$ cat src/design/sdim_pkg.sv
`timescale 1ns / 1ps
// ----------------------------------------------------------------------------
// sdim_pkg
// shared constants and types of the split data / instruction memory
// ----------------------------------------------------------------------------
package sdim_pkg;

  // default physical store sizes in bytes
  localparam int DATA_BYTES_DEF  = 65536;
  localparam int INSTR_BYTES_DEF = 65536;

  // field widths
  localparam int CMD_W   = 3;
  localparam int ADDR_W  = 16;
  localparam int WORD_W  = 32;
  localparam int LIMIT_W = 17;
  localparam int STAT_W  = 2;
  localparam int CFG_IW  = 2;

  // access commands
  localparam logic [CMD_W-1:0] CMD_RD_BYTE  = 3'd0;
  localparam logic [CMD_W-1:0] CMD_RD_WORD  = 3'd1;
  localparam logic [CMD_W-1:0] CMD_WR_BYTE  = 3'd2;
  localparam logic [CMD_W-1:0] CMD_WR_WORD  = 3'd3;
  localparam logic [CMD_W-1:0] CMD_RD_INSTR = 3'd4;
  localparam logic [CMD_W-1:0] CMD_WR_INSTR = 3'd5;

  // result status
  localparam logic [STAT_W-1:0] ST_OK     = 2'd0;
  localparam logic [STAT_W-1:0] ST_OOB    = 2'd1;
  localparam logic [STAT_W-1:0] ST_NOINIT = 2'd2;

  // configuration register indexes
  localparam logic [CFG_IW-1:0] REG_ENABLED     = 2'd0;
  localparam logic [CFG_IW-1:0] REG_DATA_BYTES  = 2'd1;
  localparam logic [CFG_IW-1:0] REG_INSTR_BYTES = 2'd2;

  // controller to datapath
  typedef struct packed {
    logic clear;
    logic load_in;
    logic exec;
    logic load_out;
  } sdim_ctl_t;

  // datapath to controller
  typedef struct packed {
    logic clear_last;
  } sdim_sts_t;

endpackage

$ cat src/design/sdim_ctrl.sv
`timescale 1ns / 1ps
// ----------------------------------------------------------------------------
// sdim_ctrl
// sequencer: clearing sweep, then accept / access / result per word
// ----------------------------------------------------------------------------
module sdim_ctrl (
  input  logic                 clk,
  input  logic                 rst,
  input  logic                 in_valid,
  output logic                 in_stall,
  output logic                 out_valid,
  input  logic                 out_stall,
  input  sdim_pkg::sdim_sts_t  sts,
  output sdim_pkg::sdim_ctl_t  ctl
);

  localparam logic [1:0] S_CLEAR = 2'd0;
  localparam logic [1:0] S_IDLE  = 2'd1;
  localparam logic [1:0] S_EXEC  = 2'd2;
  localparam logic [1:0] S_DONE  = 2'd3;

  logic [1:0] state;
  logic [1:0] state_next;
  logic       slot_free;

  assign in_stall  = (state != S_IDLE);
  assign slot_free = !out_valid || !out_stall;

  always_comb begin
    ctl          = '0;
    state_next   = state;
    case (state)
      S_CLEAR: begin
        ctl.clear = 1'b1;
        if (sts.clear_last) begin
          state_next = S_IDLE;
        end
      end
      S_IDLE: begin
        if (in_valid) begin
          ctl.load_in = 1'b1;
          state_next  = S_EXEC;
        end
      end
      S_EXEC: begin
        ctl.exec   = 1'b1;
        state_next = S_DONE;
      end
      S_DONE: begin
        if (slot_free) begin
          ctl.load_out = 1'b1;
          state_next   = S_IDLE;
        end
      end
      default: begin
        state_next = S_IDLE;
      end
    endcase
  end

  always_ff @(posedge clk) begin
    if (rst) begin
      state     <= S_CLEAR;
      out_valid <= 1'b0;
    end else begin
      state <= state_next;
      if (ctl.load_out) begin
        out_valid <= 1'b1;
      end else if (out_valid && !out_stall) begin
        out_valid <= 1'b0;
      end
    end
  end

endmodule

$ cat config.mk
export PLATFORM = sky130hd
export DESIGN_NAME = sdim_ctrl
export DESIGN_NICKNAME = d
export VERILOG_FILES = /design/src/design/sdim_pkg.sv /design/src/design/sdim_ctrl.sv
export SDC_FILE = /design/constraint.sdc
export NUM_CORES = 1
export LEC_CHECK = 0
export ABC_AREA = 1
export BUFFER_PORTS_ARGS = -buffer_cell sky130_fd_sc_hd__clkbuf_2
export CELL_PAD_IN_SITES_DETAIL_PLACEMENT = 1
export CELL_PAD_IN_SITES_GLOBAL_PLACEMENT = 2
export CORE_AREA = 2 2 39 41
export DETAILED_ROUTE_END_ITERATION = 7
export DIE_AREA = 0 0 41 43
export GPL_TIMING_DRIVEN = 0
export PLACE_DENSITY_LB_ADDON = 0.1
export SYNTH_ARGS = -nofsm -noshare
export SYNTH_HDL_FRONTEND = slang
export SYNTH_SLANG_ARGS = --single-unit
$ cat constraint.sdc
create_clock -name clk -period 1.25 [get_ports clk]
set_input_delay 0.1875 -clock clk [delete_from_list [all_inputs] [get_ports clk]]
set_output_delay 0.1875 -clock clk [all_outputs]
set_load 0.02 [all_outputs]
# Yosys cells after proc, flatten, opt, wreduce, memory -nomap -nowiden
# Cells that the tools add are included.
dict set report word_totals {
  reg_bits 3
  inputBits 5
  output_inout_bits 6
  elab_cells 28
}
dict set report classes {
  n_eq_ne 7
  n_mux 12
  reduce_logical 7
}
# op count
set ops {}
lappend ops {{$mux 1} 8}
lappend ops {{$pmux 2 s4} 1}
lappend ops {{$mux 2} 3}
lappend ops {{$ne 2x2->1 const B} 3}
lappend ops {{$eq 2x2->1 const B} 2}
lappend ops {{$reduce_and 3->1} 1}
lappend ops {{$eq 2x1->1 const B} 1}
lappend ops {{$logic_not 1->1} 2}
lappend ops {{$logic_not 2->1} 1}
lappend ops {{$ne 2x1->1 const B} 1}
lappend ops {{$reduce_bool 2->1} 1}
lappend ops {{$logic_and 1x1->1} 1}
lappend ops {{$logic_or 1x1->1} 1}

# Depth between registers and ports, before layout
dict set report logic_depth {
  word_depth 5
  ltp_mapped 7
  mapped_depth_nobuf 7
}

# Least setup slack after synthesis
# Ideal clock, no wire load.
dict set report synth_timing {
  kind {flip-flop to flip-flop}
  from {register state[0]}
  to {register state[0]}
  setup_ps 113
  arrival_ps 1009
  t_required_ps 1137
  path_slack_ps 128
  path_stages_with_launch 7
  path_buffers 0
  period_less_slack_ps 1122
  path_cell_list {dfxtp_1 -> inv_1 -> ha_1 -> nand2_1 -> nand3_2 -> nor2_1 -> nor2_1}
}
dict set report synth_via {
  elab_chain_cells 3
  word_cells_on_any_way 9
  cone_classes {eq/ne: 6; mux: 1; reduce/logical: 2}
}
# element line_no
set synth_lines {}
lappend synth_lines {{start, declared} sdim_ctrl.sv:22} ;# logic [1:0] state;
lappend synth_lines {{start signal, assigned} sdim_ctrl.sv:66} ;# state <= state_next;
lappend synth_lines {{$eq 2x2->1 (tied with other cells)} sdim_ctrl.sv:32} ;# case (state)
lappend synth_lines {{$ne 2x2->1 (no source line)} -}
lappend synth_lines {{$reduce_and 3->1 (no source line)} -}
# Parallel ways exist; a longest one is shown, timed or not.
# A chain may end at the register's enable or synchronous reset.

# Worst setup path after layout
dict set report layout_timing {
  from {register state[1]}
  to {output port in_stall}
}
dict set report layout_via {
  elab_chain_cells 1
}
# element line_no
set layout_lines {}
lappend layout_lines {{$ne 2x1->1} sdim_ctrl.sv:26} ;# assign in_stall = (state != S_IDLE);
lappend layout_lines {{end, declared} sdim_ctrl.sv:10} ;# output logic in_stall,
# No other way between the ends.

==> impl_metrics.ini <==
[timing]
slew_viol_final = 0
final_hold_viol_count = 0
tightest_slew_ns = 0.1395
max_slew_margin_pct = 90.68
timing.final.crit_share_pct = 97.61
rsz0062_at_grt = yes
setup_violations = 0
fin_hold_ws_ns = 0.1350
finClkSkew_ns = 0.002248
final.min_clock_period_ns = 1.220
fmax_mhz = 819.6

[min_path]
whs_endpoint = out_valid
hold_path.class = primary input to flip-flop
whs_path_depth = 2
min_from = rst

[global_route]
grt_max_degree = 5
overflow = 0
antenna_found_initial = 0
grt_pass1_wl_um = 890
grt_pass1_vias = 223
track_usage_pct = 8.024

[synth]
netlist_instances = 31
synthTopCellsByCount = inv_1 (8), nand2_1 (7), ha_1 (4), nor2_1 (4), dfxtp_1 (3)
synth_edf_count = 0
async_reset_ff_share_pct = 0
synth.area.top_cells = dfxtp_1 (28%), ha_1 (24%), inv_1 (14%), nand2_1 (12%), nor2_1 (7.1%)
synth.avg_cell_area_um2 = 6.861
synth_seq_area_share_pct = 28.24
synth_cell_types = 9
synth_top_area_share_pct = 28.24
synth_most_common_cell = inv_1
synth.net_count = 40
yosysTopAreaCell = dfxtp_1
syn_area_um2 = 212.7
synth_top_flop_cell = dfxtp_1
yosys_warnings = 0
ys_ff_latch = 3

[place]
place_area_um2 = 282.8
dp_hpwl_um = 456.2
io_buffers = 10
gp_congestion = 0.6515

[clock_network]
cts_tree = yes
clock-root-buffer = clkbuf_4
clock_latency_ns = 0.23
cts.htree.levels = 1
cts_buffer_depth = 2
clk_pin_slew_ns = 0.04
clkSinkCount = 3
numCtsBuffers = 3

[floorplan]
core_mm2 = 0.001384
die_area_mm2 = 0.001763
initial_utilization_pct = 15.37
ioPinCount = 11
die_h_um = 43
die_w_um = 41
fp-row-count = 14

[worst_setup_path]
start_kind = flip-flop
r2r_end = state[0]
r2r_slack_ns = 0.08
critPathMaxFanout = 3
r2r_cells = 8
required_ns = 1.06
reg2reg_from = state[1]
critical_path_class = flip-flop to output port
cp.arrival_ns = 1.03
end_kind = output port

[finish]
synthToLayoutAreaGrowth_pct = 84.71
stdcell_area_um2 = 392.9
drive_above_1_share_pct = 58.70
fin_nets = 56
n_antenna_cell = 0

[run]
maxCapViolCount = 0

[route]
drt_iter0_drc = 2
drtPass1Iterations = 2
vias = 240
wire_per_inst_um = 9.565
viasPerCell = 3.871
drc_errors = 0
antenna_left = 0
wl_um = 593

[power_and_ir_drop]
p_leak_uw = 0.0001986
peakVddDrop_mv = 0.8225
powerDensity_mw_per_mm2 = 2360

[status]
status = complete, no violations
power breakdown:
part	switching [uW]	internal, uW
Sequential	62.6	151
Combinational	300	249
Clock	45.3	119
Total	408	519
state kept, by name, indices dropped and copies added (netlist names):
signal	count
out_valid	1
state	2
metal layers:
| layer | up-vias | routed length, um | global-route usage (%) |
|---|---|---|---|
| met5 | - | 0 | 0 |
| met4 | 0 | 0 | 8.000 |
| met3 | 0 | 29 | 3.141 |
| met2 | 6 | 338 | 11.56 |
| met1 | 114 | 226 | 8.013 |
| li1 | 120 | - | - |
logic make-up (layout without fill, tap and decap cells):
kind of cell / Yosys count / after routing / synth area share (%)
flops: 3 / 3 / 28.24
compound gates: 2 / 2 / 4.706
simple gates: 14 / 14 / 29.41
fa+ha+maj: 4 / 4 / 23.53
buf+inv: 8 / 23 / 14.12
what timing repair did:
action / CTS / global route
gates resized for setup: 16 / 9
cloned: 0 / 0
pin swaps: 1 / 2
endpoints found under the setup margin: 4 / 6
hold buffers: 0 / 0
setup buffers: 1 / 0
worst max path at each step:
stage                           to      from  cells past startpoint
final                     in_stall  state[1]                      4
after global routing        ctl[2]  state[1]                      5
after CTS                   ctl[3]  state[0]                      3
after detailed placement  state[0]  state[0]                      7
after global placement    state[0]  state[0]                      6
after floorplan           state[0]  state[0]                      6
area by class of cell:
cell class	count	area, um^2
sequential	3	67.56
clock buffer	4	26.28
timing repair buffer	11	80.08
inverter	8	32.53
tap	16	20.02
fill	178	991.0
multi-input combinational	20	166.4
stage by stage:
step / total power [uW] / worst slack (ns) / utilization, % / setup TNS (ns) / instances
final: 927.2 / 0.02984 / 28.39 / 0 / 62
after global routing: 1016 / -0.01337 / 28.39 / -0.03762 / 62
after detailed placement: 571.0 / 0.08350 / 20.43 / 0 / 57
after CTS: 876.1 / -0.01125 / 26.94 / -0.01125 / 62
after global placement: 558.0 / 0.1132 / 20.43 / 0 / 57
after floorplan: 451.2 / 0.1276 / - / 0 / 31
critical path: stages, from the launching register on:
cell      delay [ns]
dfxtp_4         0.37
inv_4           0.05
ha_4            0.16
inv_1           0.08
clkbuf_8        0.15
cells in the final DEF (no fill, tap or decap), types with 2 or more instances in the layout:
cell	n
ha_4	2
clkbuf_4	3
dfxtp_4	2
inv_2	2
nor2_1	3
clkbuf_8	2
nand2_2	2
inv_1	5
buf_4	3
clkbuf_2	6
nand2_1	6
Power figures use the tool's default switching activity.
